File: config.mk
export PLATFORM = sky130hd
export DESIGN_NAME = length_prefixed_deframer
export DESIGN_NICKNAME = d
export VERILOG_FILES = /design/src/rtl/core/lpd_pkg.sv /design/src/rtl/core/lpd_limit.sv /design/src/rtl/core/lpd_parser.sv /design/src/rtl/core/lpd_out_reg.sv /design/src/rtl/core/length_prefixed_deframer.sv
export SDC_FILE = /design/constraint.sdc
export NUM_CORES = 1
export LEC_CHECK = 0
export ABC_AREA = 1
export BUFFER_PORTS_ARGS = -buffer_cell sky130_fd_sc_hd__buf_2
export CORE_MARGIN = 2
export CORE_UTILIZATION = 25
export CTS_CLUSTER_DIAMETER = 100
export DETAILED_ROUTE_END_ITERATION = 16
export PLACE_DENSITY_LB_ADDON = 0.2
export REMOVE_ABC_BUFFERS = 1
export SYNTH_ARGS = -nofsm -noshare
export SYNTH_HDL_FRONTEND = slang
export SYNTH_SLANG_ARGS = --single-unit
File: constraint.sdc
create_clock -name clk -period 10.6 [get_ports clk]
set_input_delay 0.53 -clock clk [delete_from_list [all_inputs] [get_ports clk]]
set_output_delay 0.53 -clock clk [all_outputs]
set_load 0.01 [all_outputs]
File: src/rtl/core/lpd_pkg.sv
// ----------------------------------------------------------------------------
// Length-prefixed deframer package
// Shared types, codes and default constants for the deframer blocks.
// ----------------------------------------------------------------------------
`default_nettype none

package lpd_pkg;

    localparam int unsigned MAX_LIMIT_DEF     = 32'd16777216;
    localparam int unsigned DEFAULT_LIMIT_DEF = 32'd1048576;
    localparam int          LEN_W_DEF         = 25;
    localparam int          CFG_W             = 32;
    localparam int          PEND_W            = 25;
    localparam int          SHIFT_W           = 24;
    localparam int          HEADER_LEN        = 4;

    localparam logic CMD_STREAM   = 1'b0;
    localparam logic CMD_CLEAR    = 1'b1;
    localparam logic KIND_PAYLOAD = 1'b0;
    localparam logic KIND_ERROR   = 1'b1;
    localparam logic ERR_ZERO_LEN = 1'b0;
    localparam logic ERR_TOO_LONG = 1'b1;

    typedef enum logic [1:0] {
        MODE_HEADER  = 2'd0,
        MODE_PAYLOAD = 2'd1,
        MODE_DROP    = 2'd2
    } mode_t;

    typedef struct packed {
        logic       cmd;
        logic [7:0] data_byte;
        logic       chunk_end;
    } in_item_t;

    typedef struct packed {
        logic              result_kind;
        logic [7:0]        payload_byte;
        logic              frame_last;
        logic              error_code;
        logic [PEND_W-1:0] pending_bytes;
    } out_item_t;

    typedef struct packed {
        logic      valid;
        out_item_t item;
    } result_t;

endpackage

`default_nettype wire

File: src/rtl/core/lpd_limit.sv
// ----------------------------------------------------------------------------
// Effective limit register
// Clamps the written limit, maps zero to the default, holds the payload limit.
// ----------------------------------------------------------------------------
`default_nettype none

module lpd_limit #(
    parameter int unsigned MAX_LIMIT     = lpd_pkg::MAX_LIMIT_DEF,
    parameter int unsigned DEFAULT_LIMIT = lpd_pkg::DEFAULT_LIMIT_DEF,
    parameter int          LEN_W         = lpd_pkg::LEN_W_DEF
) (
    input  wire logic                       clk,
    input  wire logic                       rst_n,
    input  wire logic                       cfg_wr_en,
    input  wire logic [lpd_pkg::CFG_W-1:0]  cfg_wr_data,
    output logic      [LEN_W-1:0]           eff_limit
);

    logic [LEN_W-1:0] limit_reg;
    logic [LEN_W-1:0] limit_next;

    always_comb
    begin
        if (cfg_wr_data == '0)
        begin
            limit_next = LEN_W'(DEFAULT_LIMIT);
        end
        else if (cfg_wr_data > lpd_pkg::CFG_W'(MAX_LIMIT))
        begin
            limit_next = LEN_W'(MAX_LIMIT);
        end
        else
        begin
            limit_next = cfg_wr_data[LEN_W-1:0];
        end
    end

    always_ff @(posedge clk or negedge rst_n)
    begin
        if (!rst_n)
        begin
            limit_reg <= LEN_W'(DEFAULT_LIMIT);
        end
        else if (cfg_wr_en)
        begin
            limit_reg <= limit_next;
        end
    end

    assign eff_limit = limit_reg;

endmodule

`default_nettype wire

File: src/rtl/core/lpd_parser.sv
// ----------------------------------------------------------------------------
// Frame parser
// Header collection, length check, payload pass-through and error drop.
// ----------------------------------------------------------------------------
`default_nettype none

module lpd_parser #(
    parameter int LEN_W = lpd_pkg::LEN_W_DEF
) (
    input  wire logic              clk,
    input  wire logic              rst_n,
    input  wire logic              take,
    input  wire lpd_pkg::in_item_t item,
    input  wire logic [LEN_W-1:0]  eff_limit,
    output lpd_pkg::result_t       result
);

    localparam int WIDE_W = (LEN_W + 2 > lpd_pkg::PEND_W) ? LEN_W + 2 : lpd_pkg::PEND_W;

    lpd_pkg::mode_t                 mode_reg, mode_next;
    logic [1:0]                     hdr_cnt_reg, hdr_cnt_next;
    logic [lpd_pkg::SHIFT_W-1:0]    hdr_shift_reg, hdr_shift_next;
    logic [LEN_W-1:0]               frame_len_reg, frame_len_next;
    logic [LEN_W-1:0]               remaining_reg, remaining_next;

    logic [lpd_pkg::CFG_W-1:0]      len_full;
    logic [LEN_W-1:0]               rem_dec;
    logic [WIDE_W-1:0]              pend_wide;

    always_comb
    begin
        len_full = {hdr_shift_reg, item.data_byte};
        rem_dec  = (remaining_reg != '0) ? remaining_reg - LEN_W'(1) : remaining_reg;
        pend_wide = WIDE_W'(frame_len_reg) - WIDE_W'(rem_dec)
                  + WIDE_W'(lpd_pkg::HEADER_LEN);

        mode_next      = mode_reg;
        hdr_cnt_next   = hdr_cnt_reg;
        hdr_shift_next = hdr_shift_reg;
        frame_len_next = frame_len_reg;
        remaining_next = remaining_reg;
        result         = '0;

        if (item.cmd == lpd_pkg::CMD_CLEAR)
        begin
            mode_next      = lpd_pkg::MODE_HEADER;
            hdr_cnt_next   = '0;
            hdr_shift_next = '0;
            frame_len_next = '0;
            remaining_next = '0;
        end
        else
        begin
            case (mode_reg)
                lpd_pkg::MODE_DROP:
                begin
                    if (item.chunk_end)
                    begin
                        mode_next      = lpd_pkg::MODE_HEADER;
                        hdr_cnt_next   = '0;
                        hdr_shift_next = '0;
                        frame_len_next = '0;
                        remaining_next = '0;
                    end
                end
                lpd_pkg::MODE_PAYLOAD:
                begin
                    result.valid             = 1'b1;
                    result.item.result_kind  = lpd_pkg::KIND_PAYLOAD;
                    result.item.payload_byte = item.data_byte;
                    if (rem_dec == '0)
                    begin
                        result.item.frame_last = 1'b1;
                        mode_next              = lpd_pkg::MODE_HEADER;
                        hdr_cnt_next           = '0;
                        hdr_shift_next         = '0;
                        frame_len_next         = '0;
                        remaining_next         = '0;
                    end
                    else
                    begin
                        result.item.pending_bytes = pend_wide[lpd_pkg::PEND_W-1:0];
                        remaining_next            = rem_dec;
                    end
                end
                default:
                begin
                    mode_next = lpd_pkg::MODE_HEADER;
                    if (hdr_cnt_reg != 2'd3)
                    begin
                        hdr_shift_next = len_full[lpd_pkg::SHIFT_W-1:0];
                        hdr_cnt_next   = hdr_cnt_reg + 2'd1;
                    end
                    else if (len_full == '0
                             || len_full > lpd_pkg::CFG_W'(eff_limit))
                    begin
                        result.valid            = 1'b1;
                        result.item.result_kind = lpd_pkg::KIND_ERROR;
                        result.item.error_code  = (len_full == '0) ?
                            lpd_pkg::ERR_ZERO_LEN : lpd_pkg::ERR_TOO_LONG;
                        mode_next      = item.chunk_end ?
                            lpd_pkg::MODE_HEADER : lpd_pkg::MODE_DROP;
                        hdr_cnt_next   = '0;
                        hdr_shift_next = '0;
                        frame_len_next = '0;
                        remaining_next = '0;
                    end
                    else
                    begin
                        mode_next      = lpd_pkg::MODE_PAYLOAD;
                        hdr_cnt_next   = '0;
                        hdr_shift_next = '0;
                        frame_len_next = len_full[LEN_W-1:0];
                        remaining_next = len_full[LEN_W-1:0];
                    end
                end
            endcase
        end
    end

    always_ff @(posedge clk or negedge rst_n)
    begin
        if (!rst_n)
        begin
            mode_reg      <= lpd_pkg::MODE_HEADER;
            hdr_cnt_reg   <= '0;
            hdr_shift_reg <= '0;
            frame_len_reg <= '0;
            remaining_reg <= '0;
        end
        else if (take)
        begin
            mode_reg      <= mode_next;
            hdr_cnt_reg   <= hdr_cnt_next;
            hdr_shift_reg <= hdr_shift_next;
            frame_len_reg <= frame_len_next;
            remaining_reg <= remaining_next;
        end
    end

endmodule

`default_nettype wire

File: src/rtl/core/lpd_out_reg.sv
// ----------------------------------------------------------------------------
// Result register
// Holds one result for the output channel and sets input flow control.
// ----------------------------------------------------------------------------
`default_nettype none

module lpd_out_reg (
    input  wire logic               clk,
    input  wire logic               rst_n,
    input  wire logic               take,
    input  wire lpd_pkg::result_t   result,
    input  wire logic               out_ready,
    output logic                    space,
    output logic                    out_valid,
    output lpd_pkg::out_item_t      out_data
);

    logic               valid_reg, valid_next;
    lpd_pkg::out_item_t data_reg;

    assign space = !valid_reg || out_ready;

    always_comb
    begin
        valid_next = valid_reg && !out_ready;
        if (take && result.valid)
        begin
            valid_next = 1'b1;
        end
    end

    always_ff @(posedge clk or negedge rst_n)
    begin
        if (!rst_n)
        begin
            valid_reg <= 1'b0;
        end
        else
        begin
            valid_reg <= valid_next;
        end
    end

    always_ff @(posedge clk)
    begin
        if (take && result.valid)
        begin
            data_reg <= result.item;
        end
    end

    assign out_valid = valid_reg;
    assign out_data  = data_reg;

endmodule

`default_nettype wire

File: src/rtl/core/length_prefixed_deframer.sv
// ----------------------------------------------------------------------------
// Length-prefixed deframer
// Splits a byte stream into frames with a 4-byte big-endian length header.
// ----------------------------------------------------------------------------
// The block accepts one request per clock cycle, a stream byte or a clear
// command, whenever the result register is empty or being read in the same
// cycle. Each request is handled combinationally by the parser and its result,
// if any, appears in the result register on the next cycle. Header bytes,
// dropped bytes and clear commands produce no result; payload bytes and
// framing errors produce one.
`default_nettype none

module length_prefixed_deframer #(
    parameter int unsigned MAX_LIMIT     = lpd_pkg::MAX_LIMIT_DEF,
    parameter int unsigned DEFAULT_LIMIT = lpd_pkg::DEFAULT_LIMIT_DEF
) (
    input  wire logic                       clk,
    input  wire logic                       rst_n,
    input  wire logic                       cfg_wr_en,
    input  wire logic [lpd_pkg::CFG_W-1:0]  cfg_wr_data,
    input  wire logic                       in_valid,
    output logic                            in_ready,
    input  wire lpd_pkg::in_item_t          in_data,
    output logic                            out_valid,
    input  wire logic                       out_ready,
    output lpd_pkg::out_item_t              out_data
);

    localparam int unsigned LIM_TOP = (MAX_LIMIT > DEFAULT_LIMIT) ? MAX_LIMIT : DEFAULT_LIMIT;
    localparam int          LEN_W   = $clog2(64'(LIM_TOP) + 64'd1);

    logic             take;
    logic [LEN_W-1:0] eff_limit;
    lpd_pkg::result_t result;

    assign take = in_valid && in_ready;

    lpd_limit #(
        .MAX_LIMIT     (MAX_LIMIT),
        .DEFAULT_LIMIT (DEFAULT_LIMIT),
        .LEN_W         (LEN_W)
    ) u_limit (
        .clk         (clk),
        .rst_n       (rst_n),
        .cfg_wr_en   (cfg_wr_en),
        .cfg_wr_data (cfg_wr_data),
        .eff_limit   (eff_limit)
    );

    lpd_parser #(
        .LEN_W (LEN_W)
    ) u_parser (
        .clk       (clk),
        .rst_n     (rst_n),
        .take      (take),
        .item      (in_data),
        .eff_limit (eff_limit),
        .result    (result)
    );

    lpd_out_reg u_out_reg (
        .clk       (clk),
        .rst_n     (rst_n),
        .take      (take),
        .result    (result),
        .out_ready (out_ready),
        .space     (in_ready),
        .out_valid (out_valid),
        .out_data  (out_data)
    );

    a_stall_blocks_input: assert property (@(posedge clk) disable iff (!rst_n)
        out_valid && !out_ready |-> !in_ready)
        else $error("Input accepted while a result is stalled.");

    a_clear_no_result: assert property (@(posedge clk) disable iff (!rst_n)
        take && in_data.cmd == lpd_pkg::CMD_CLEAR
        |=> out_valid == ($past(out_valid) && !$past(out_ready)))
        else $error("A clear request produced a result.");

    a_error_clean: assert property (@(posedge clk) disable iff (!rst_n)
        out_valid && out_data.result_kind == lpd_pkg::KIND_ERROR
        |-> out_data.pending_bytes == '0 && !out_data.frame_last)
        else $error("Error result carries payload state.");

    a_last_clears_pending: assert property (@(posedge clk) disable iff (!rst_n)
        out_valid && out_data.frame_last |-> out_data.pending_bytes == '0)
        else $error("Final payload byte reports pending bytes.");

endmodule

`default_nettype wire
-- Word-level counts from Yosys, hierarchy flattened
Index checks and enable logic that the tools add are counted.
- bits of input ports: 47
- output and inout port bits: 38
- flip-flop bits (word level): 140
- word-level logic and storage cells: 84
- $lt $le $gt $ge: 2
- reduce and logical (&&, ||, !) cells: 18
- bitwise gates (word level): 2
- equality and inequality tests: 6
- multiplexer cells: 40
- $add $sub $neg: 4
- operators by type and width (operator ; count):
    $mux W25 ; 12
    $pmux W25 S2 ; 2
    $mux W24 ; 4
    $logic_not A32 Y1 ; 2
    $pmux W24 S2 ; 1
    $mux W37 ; 1
    $gt A32 B25 Y1 ; 1
    $gt A32 B25 Y1 const B ; 1
    $add A25 B3 Y25 const B ; 1
    $logic_not A25 Y1 ; 1
    $reduce_bool A25 Y1 ; 1
    $sub A25 B1 Y25 const B ; 1
    $sub A25 B25 Y25 ; 1
    $mux W2 ; 10
    $pmux W2 S2 ; 3
    $mux W9 ; 1
    $mux W1 ; 6
    $reduce_and A3 Y1 ; 2
    $reduce_or A5 Y1 ; 1
    $ne A4 B4 Y1 const B ; 1
    $reduce_and A4 Y1 ; 1
    $reduce_or A2 Y1 ; 2
    $logic_and A1 B1 Y1 ; 3
    $ne A3 B2 Y1 const B ; 1
    other kinds (9) ; 12

-- Logic depth before layout (Yosys ltp)
Gate-level depths: netlist of the first run.
- depth after elaboration: 9
- gate-level depth with buffers: 23
- mapped depth without buffers: 23

-- By module
Synthesis of the first run repeated with hierarchy kept, for this count alone.
- cell total of the unflattened synthesis: 1319
- area total of the unflattened synthesis: 9504.1 um^2
- by module, submodules not included (module ; cells an instance ; seq. area each (um^2) ; area an instance (um^2) ; times used):
    lpd_parser ; 1085 ; 1951.9 ; 7059.3 ; 1
    lpd_limit ; 190 ; 626.9 ; 1307.5 ; 1
    lpd_out_reg ; 42 ; 1106.1 ; 1129.8 ; 1
    length_prefixed_deframer ; 2 ; 0.0 ; 7.5 ; 1

-- Worst setup path after synthesis of the first run
No wires, ideal clock.
- path kind: register -> register
- start: register u_parser.remaining_reg[0]
- end: register u_out_reg.data_reg (netlist bit u_out_reg.out_data[11]) (data pin)
- period minus slack after synthesis: 3.349 ns
- path buffers: 0
- library setup time: 0.146 ns
- required time: 10.454 ns
- data arrival time: 3.203 ns
- slack: 7.251 ns
- stages on the path, launching flop included: 24
- path through: dfrtp_1 > inv_2 > ha_1 > nand2_1 > nor2_1 > nand2_1 > nor2_1 > nand2_1 > nand2_1 > inv_1 > ha_1 > inv_1 > ha_1 > fa_1 > nand2_1 > nand2_1 > o21a_1 > inv_1 > o21ai_0 > inv_1 > o21ai_0 > a21oi_1 > or2_2 > a21oi_1
- cells in the longest elaborated chain, start to end: 4
- elaborated cells on any way between the ends: 7
- classes of those cells: add/sub (3); mux (1); reduce/logical (3)
- ends and longest elaborated chain (what ; line ; source):
    start: declaration ; lpd_parser.sv:24 ; logic [LEN_W-1:0] remaining_reg, remaining_next;
    start signal: assignment ; lpd_parser.sv:137 ; remaining_reg <= remaining_next;
    $sub A25 B1 Y25 or $reduce_bool A25 Y1 (tied branches) ; lpd_parser.sv:33 ; rem_dec = (remaining_reg != '0) ? remaining_reg - LEN_W'(1) : remaining_reg;
    $mux W25 (*) ; lpd_parser.sv:33 ;
    $sub A25 B25 Y25 or $logic_not A25 Y1 (tied branches) ; lpd_parser.sv:34, lpd_parser.sv:71 ;
    $add A25 B3 Y25 or $reduce_or A3 Y1 (tied branches) ; -- ;
    end signal: assignment ; lpd_out_reg.sv:48 ; data_reg <= result.item;
    end: declaration ; lpd_out_reg.sv:19 ; lpd_pkg::out_item_t data_reg;
Mark *: on every way between the ends. The rest lies on a longest branch, timed or not.
A chain may end at the register's enable or synchronous reset.

-- Worst setup path in the final report of the first run
Ends and elaborated chain as after synthesis.

==> results.toml, run 1 <==
[logic_synthesis]
synth_enable_flop_cells = 36
synthCells = 1278
netlist.area_leader.share_pct = 27.28
ys_seq_area_share_pct = 39.01
synthFlopType = "dfrtp_1"
yosysUniqueCellTypes = 39
synth_top_area_cell = "dfrtp_1"
avgSynthCellArea_um2 = 7.392
syn-cell-area_um2 = 9447
synth-seq-cells = 140
synth_area_leaders = "dfrtp_1, nand2_1, edfxtp_1"
yosys_warnings = 0
async_reset_ff_share_pct = 74.29

[sta]
min_period_ns = 4.481
hold_viol = 0
finalWorstSetupSlack_ns = 6.119
finalHoldWorstSlack_ns = 0.1247
relSlewSlack_pct = 35.82
fin_tns_setup_ns = 0
maxSlewViolCount = 0
final.period_utilization_pct = 42.27
finalSetupViolCount = 0
tightestPinTransition_ns = 0.9627
rsz0062_at_grt = "no"
finClkSkew_ns = 0.01662
max_freq_mhz = 223.2

[cells_and_area]
drive_above_1_share_pct = 11.53
syn2layout_area_growth_pct = 16.28
diodes = 0
fin_nets = 1472
layout_common_cells = "nand2_1, nor2_1, inv_1"
final_common_cell = "nand2_1"
largest_register_ffs = 36
fin_util_pct = 29.37
fill_cells = 4109

[job]
cap_violations = 0

[setup_path]
crit_path_end_kind = "register"
crit_type = "reg2reg"
crit_fanout = 7
start_kind = "register"
required_ns = 10.88
arrival_ns = 4.76

[routing]
num_vias = 8635
antenna_left = 0
first_pass_iters = 7
route.detailed.drc = 0
routed_wl_um = 30090
vias_per_cell = 4.610
post_drt_wl_per_cell_um = 16.07
drtIter0Drc = 440

[clock_tree]
clock_sinks = 140
path_clk_slew_ns = 0.07
cts-hold-fix-buffers = 0
post-cts-setup-buffers = 0
tritoncts = "yes"
root_buffer = "clkbuf_16"
htreeDepth = 4
clockBufferDepth = 2
cts-resized-gates = 0
cts_buffers = 17
clk_latency_ns = 0.45

[global_routing]
grt_usage_pct = 16.04
met1_usage_pct = 21.29
grt_pass1_wl_um = 48460
grt_pass1_vias = 8662
antenna_found_initial = 1
grt_use_met2_pct = 26.48
grt_max_degree = 57
grt_overflow_total = 0
use_met3_pct = 2.509
grt_busiest_layer = "met2"

[run_status]
outcome = "completed"

[die]
dieArea_um2 = 39360
fp.dieH_um = 198.4
fp.dieW_um = 198.4
initial_utilization_pct = 25.26
io_pins = 85
core_um2 = 37400
rows = 71

[power]
peakVddDrop_mv = 0.1265
powerDensity_nw_per_um2 = 243.1
power_mw = 2.671
leakage_nw = 5.512

[placement]
port_buffers = 84
place.gp.congestion = 0.8913
hpwl_um = 22760
post-place-ws_ns = 6.135

[worst_hold_path]
min-delay-path-class = "in2async"
==> power breakdown <==
| part | internal, mW | switching, mW | total (mW) |
|---|---|---|---|
| Combinational | 0.424 | 0.953 | 1.38 |
| Clock | 0.396 | 0.270 | 0.666 |
| Sequential | 0.590 | 0.0372 | 0.627 |
| Total | 1.41 | 1.26 | 2.67 |
==> final timing paths <==
check	to	depth (start not counted)	start	slack, ns
min in group clk	u_limit.eff_limit[0]$_DFFE_PN0P_	3	cfg_wr_data[0]	0.33
min reg2reg	u_parser.hdr_shift_reg[19]$_DFFE_PN0P_	2	u_parser.hdr_shift_reg[19]$_DFFE_PN0P_	0.47
max	u_out_reg.out_data[11]$_SDFFCE_PP0P_	23	u_parser.remaining_reg[0]$_DFFE_PN0P_	6.12
max in group asynchronous	u_parser.frame_len_reg[2]$_DFFE_PN0P_	2	rst_n	9.25
max reg2reg	u_out_reg.out_data[11]$_SDFFCE_PP0P_	23	u_parser.remaining_reg[0]$_DFFE_PN0P_	6.12
min	u_limit.eff_limit[22]$_DFFE_PN0P_	1	rst_n	0.12
==> layer usage <==
layer	up-vias	part of all wire, %	routed length, um
met5	-	0	0
met4	0	2.4	727
met3	42	3.3	990
met2	204	46	13940
met1	4036	48	14430
li1	4353	-	-
==> worst max-delay path: stages, from the launching register on <==
cell and delay (ns):
dfrtp_1 0.41, inv_2 0.14, ha_1 0.19, nand2_1 0.06, nor2_1 0.12, nand2_1 0.10
nor2_1 0.34, nand2_1 0.11, nand2_1 0.15, inv_1 0.08, ha_1 0.18, inv_1 0.05
ha_1 0.30, fa_1 0.26, nand2_1 0.07, nand2_1 0.07, o21a_1 0.26, inv_1 0.06
o21ai_0 0.43, inv_1 0.13, o21ai_0 0.28, a21oi_1 0.12, or2_2 0.28, a21oi_1 0.12
==> per-stage QoR <==
stage          instance area, um^2  instances
2_1_floorplan                 9214       1239
3_3_place_gp                 10340       1841
3_5_place_dp                 10340       1841
4_1_cts                      10980       1873
5_1_grt                      10980       1873
6_report                     10980       1873
==> cell usage after synthesis, drive strengths merged, types with 2 or more instances <==
cell type,n
a21oi,42
or2,8
xnor2,6
a31oi,3
a211oi,3
buf,16
nor4,13
nor2,208
xor2,11
clkbuf,23
ha,75
nand4,23
nor3,9
o21ai,92
inv,134
o211ai,5
o21a,2
a221oi,2
nand2,316
o21bai,5
a21o,6
clkinv,3
dfrtp,103
nand3,128
edfxtp,36
==> cell families (layout without fill, tap and decap cells) <==
group / Yosys count / count (layout) / synth area share, %
compound gates: 160 / 160 / 9.152
xor+xnor: 17 / 17 / 1.576
fa+ha+maj: 76 / 76 / 10.15
buf+inv: 176 / 260 / 7.907
flops: 140 / 140 / 39.01
simple gates: 709 / 709 / 32.21
==> final cells by class <==
cell class | instances | area (um^2) | area share [%]
multi-input cells | 962 | 5025 | 45.75
inverters | 137 | 514.2 | 4.682
repair buffers | 91 | 475.5 | 4.329
flip-flops and latches | 140 | 3685 | 33.55
well taps | 511 | 639.4 | 5.821
clock inverters | 11 | 141.4 | 1.287
clock buffers | 21 | 504.2 | 4.590
Power figures use the tool's default switching activity.
==> run 2: changes to the inputs <==
- ABC_AREA: 1 -> 0
- clock period: 10.6 -> 4.1 ns (I/O delays scaled with it)
==> results.toml, run 2 <==
[routing]
vias_per_cell = 4.808
first_pass_iters = 5
route.detailed.drc = 0
post_drt_wl_per_cell_um = 17.33
topRoutingLayerUsed = "met4"
routed_wl_um = 28920
wl_met2_um = 13320
num_vias = 8025
antenna_left = 0
wl_met1_um = 14120
route.met3.wl_um = 1047
drtIter0Drc = 344

[clock_tree]
tritoncts = "yes"
clock_sinks = 140
clockBufferDepth = 2
htreeDepth = 4
root_buffer = "clkbuf_16"
cts_buffers = 17
path_clk_slew_ns = 0.07
clk_latency_ns = 0.44

[sta]
maxSlewViolCount = 0
rsz0062_at_grt = "yes"
tightestPinTransition_ns = 1.019
finalSetupViolCount = 0
hold_viol = 0
finClkSkew_ns = 0.01791
max_freq_mhz = 249.0
min_period_ns = 4.017
fin_tns_setup_ns = 0
final.period_utilization_pct = 97.97
finalHoldWorstSlack_ns = 0.01539
relSlewSlack_pct = 32.09

[placement]
hpwl_um = 21240
port_buffers = 84
place_area_um2 = 10910
place.gp.congestion = 0.8889

[die]
dieArea_um2 = 37340
core_um2 = 35400
io_pins = 85
initial_utilization_pct = 25.29
fp.dieW_um = 193.2
fp.dieH_um = 193.2
rows = 69

[cells_and_area]
syn2layout_area_growth_pct = 39.12
fill_cells = 3676
largest_register_ffs = 36
drive_above_1_share_pct = 31.46
final_area_um2 = 12450
final_common_cell = "buf_4"
layout_common_cells = "buf_4, dfrtp_1, nand2_1"
diodes = 0
fin_nets = 1318

[logic_synthesis]
syn-cell-area_um2 = 8952
synth_top_area_cell = "dfrtp_1"
yosysUniqueCellTypes = 75
avgSynthCellArea_um2 = 9.433
synthCells = 949
synthFlopType = "dfrtp_1"
synth-seq-cells = 140
yosys_warnings = 0
ys_top_cells_by_count = "dfrtp_1, nand2_1, o21ai_0"
ys_seq_area_share_pct = 41.16
async_reset_ff_share_pct = 74.29
netlist.area_leader.share_pct = 28.79
synth_most_common_cell = "dfrtp_1"
synth_area_leaders = "dfrtp_1, edfxtp_1, ha_1"
synth_enable_flop_cells = 36

[setup_path]
crit_fanout = 4
start_kind = "register"
crit_type = "reg2reg"
arrival_ns = 4.17
crit_path_end_kind = "register"
required_ns = 4.25

[global_routing]
grt_overflow_total = 0
grt_usage_pct = 15.50
antenna_found_initial = 1
grt_max_degree = 75
grt_pass1_wl_um = 45700
grt_pass1_vias = 8087

[power]
leakage_nw = 5.414
peakVddDrop_mv = 0.3343
power_mw = 7.866
powerDensity_nw_per_um2 = 631.6

[job]
cap_violations = 0

[worst_hold_path]
min-delay-path-class = "in2reg"

[run_status]
outcome = "completed"
==> run 2: cell types whose count changed after synthesis, sizes merged, moves of 9 or more <==
cell and delta:
nand3 -117, nor4 +17, xnor2 +15, nor3 +34
nor2b +11, a21o +12, nor2 -161, mux2i +26
or4 +10, a22o +24, and2 +14, nand2b +9
inv -62, nand2 -229
==> run 2: timing repair <==
action	in CTS	in global routing
hold endpoints to repair	94	0
endpoints found under the setup margin	12	10
pin swaps	10	50
hold buffers	22	0
buffers inserted	8	10
resized for setup	31	70
==> run 2: metrics by stage <==
step	util (%)	cells	setup slack, ns
after floorplan	-	905	-0.9405
after global placement	30.82	1597	-0.2024
after detailed placement	30.82	1597	-0.3310
after CTS	33.73	1659	-0.001236
after global routing	35.19	1669	-0.1002
final	35.19	1669	0.08314
==> run 2: worst max-delay path: stages (launching register included) <==
cell,delay [ns]
dfrtp_1,0.41
nor4_4,0.38
nand4_4,0.20
o211ai_1,0.35
xor2_1,0.24
ha_1,0.30
ha_4,0.24
o21ai_4,0.15
nor4_1,0.07
or2_4,0.24
o41ai_2,0.31
buf_4,0.18
o211ai_1,0.15
a221oi_2,0.27
xnor2_1,0.14
nor3_1,0.06
==> run 2: cells by family (layout without fill, tap and decap cells) <==
family | count (synthesis) | in the layout | synth area share, %
xor+xnor | 39 | 39 | 3.816
mux | 28 | 28 | 3.159
simple gates | 313 | 313 | 18.52
buf+inv | 116 | 375 | 5.311
compound gates | 237 | 237 | 17.33
fa+ha+maj | 76 | 76 | 10.71
flops | 140 | 140 | 41.16
==> run 2: metal layers <==
metal  vias to the layer above  global-route usage, %
met5                         -                      0
li1                       3959                      -
met2                       160                  24.31
met3                        25                  2.563
met4                         0                  4.580
met1                      3881                  21.90
==> run 2: final cells by class <==
| type | count | area (um^2) | share of cell area [%] |
|---|---|---|---|
| Multi-Input combinational cell | 693 | 5403 | 43.38 |
| Clock buffer | 22 | 506.7 | 4.069 |
| Tap cell | 461 | 576.8 | 4.631 |
| Timing Repair Buffer | 271 | 1911 | 15.34 |
| Sequential cell | 140 | 3686 | 29.60 |
| Inverter | 72 | 270.3 | 2.170 |
| Clock inverter | 10 | 101.3 | 0.8137 |
==> run 2: report_power, final <==
part,total (mW),switching (mW),internal [mW]
Combinational,4.38,2.16,2.22
Sequential,1.87,0.248,1.62
Clock,1.61,0.665,0.947
Total,7.87,3.07,4.79
==> run 2: path summary, 6_finish.rpt <==
path	start	endpoint	slack, ns	cells after the start
worst max-delay path	u_parser.remaining_reg[17]$_DFFE_PN0P_	u_out_reg.out_data[24]$_SDFFCE_PP0P_	0.08	15
worst min-delay path	cfg_wr_data[6]	u_limit.eff_limit[6]$_DFFE_PN0P_	0.02	3
worst max register to register	u_parser.remaining_reg[17]$_DFFE_PN0P_	u_out_reg.out_data[24]$_SDFFCE_PP0P_	0.08	15
worst min register to register	u_parser.frame_len_reg[21]$_DFFE_PN0P_	u_parser.frame_len_reg[21]$_DFFE_PN0P_	0.51	1
max in group asynchronous	rst_n	u_limit.eff_limit[20]$_DFFE_PN1P_	2.65	3
min in group asynchronous	rst_n	u_parser.hdr_shift_reg[18]$_DFFE_PN0P_	0.49	2
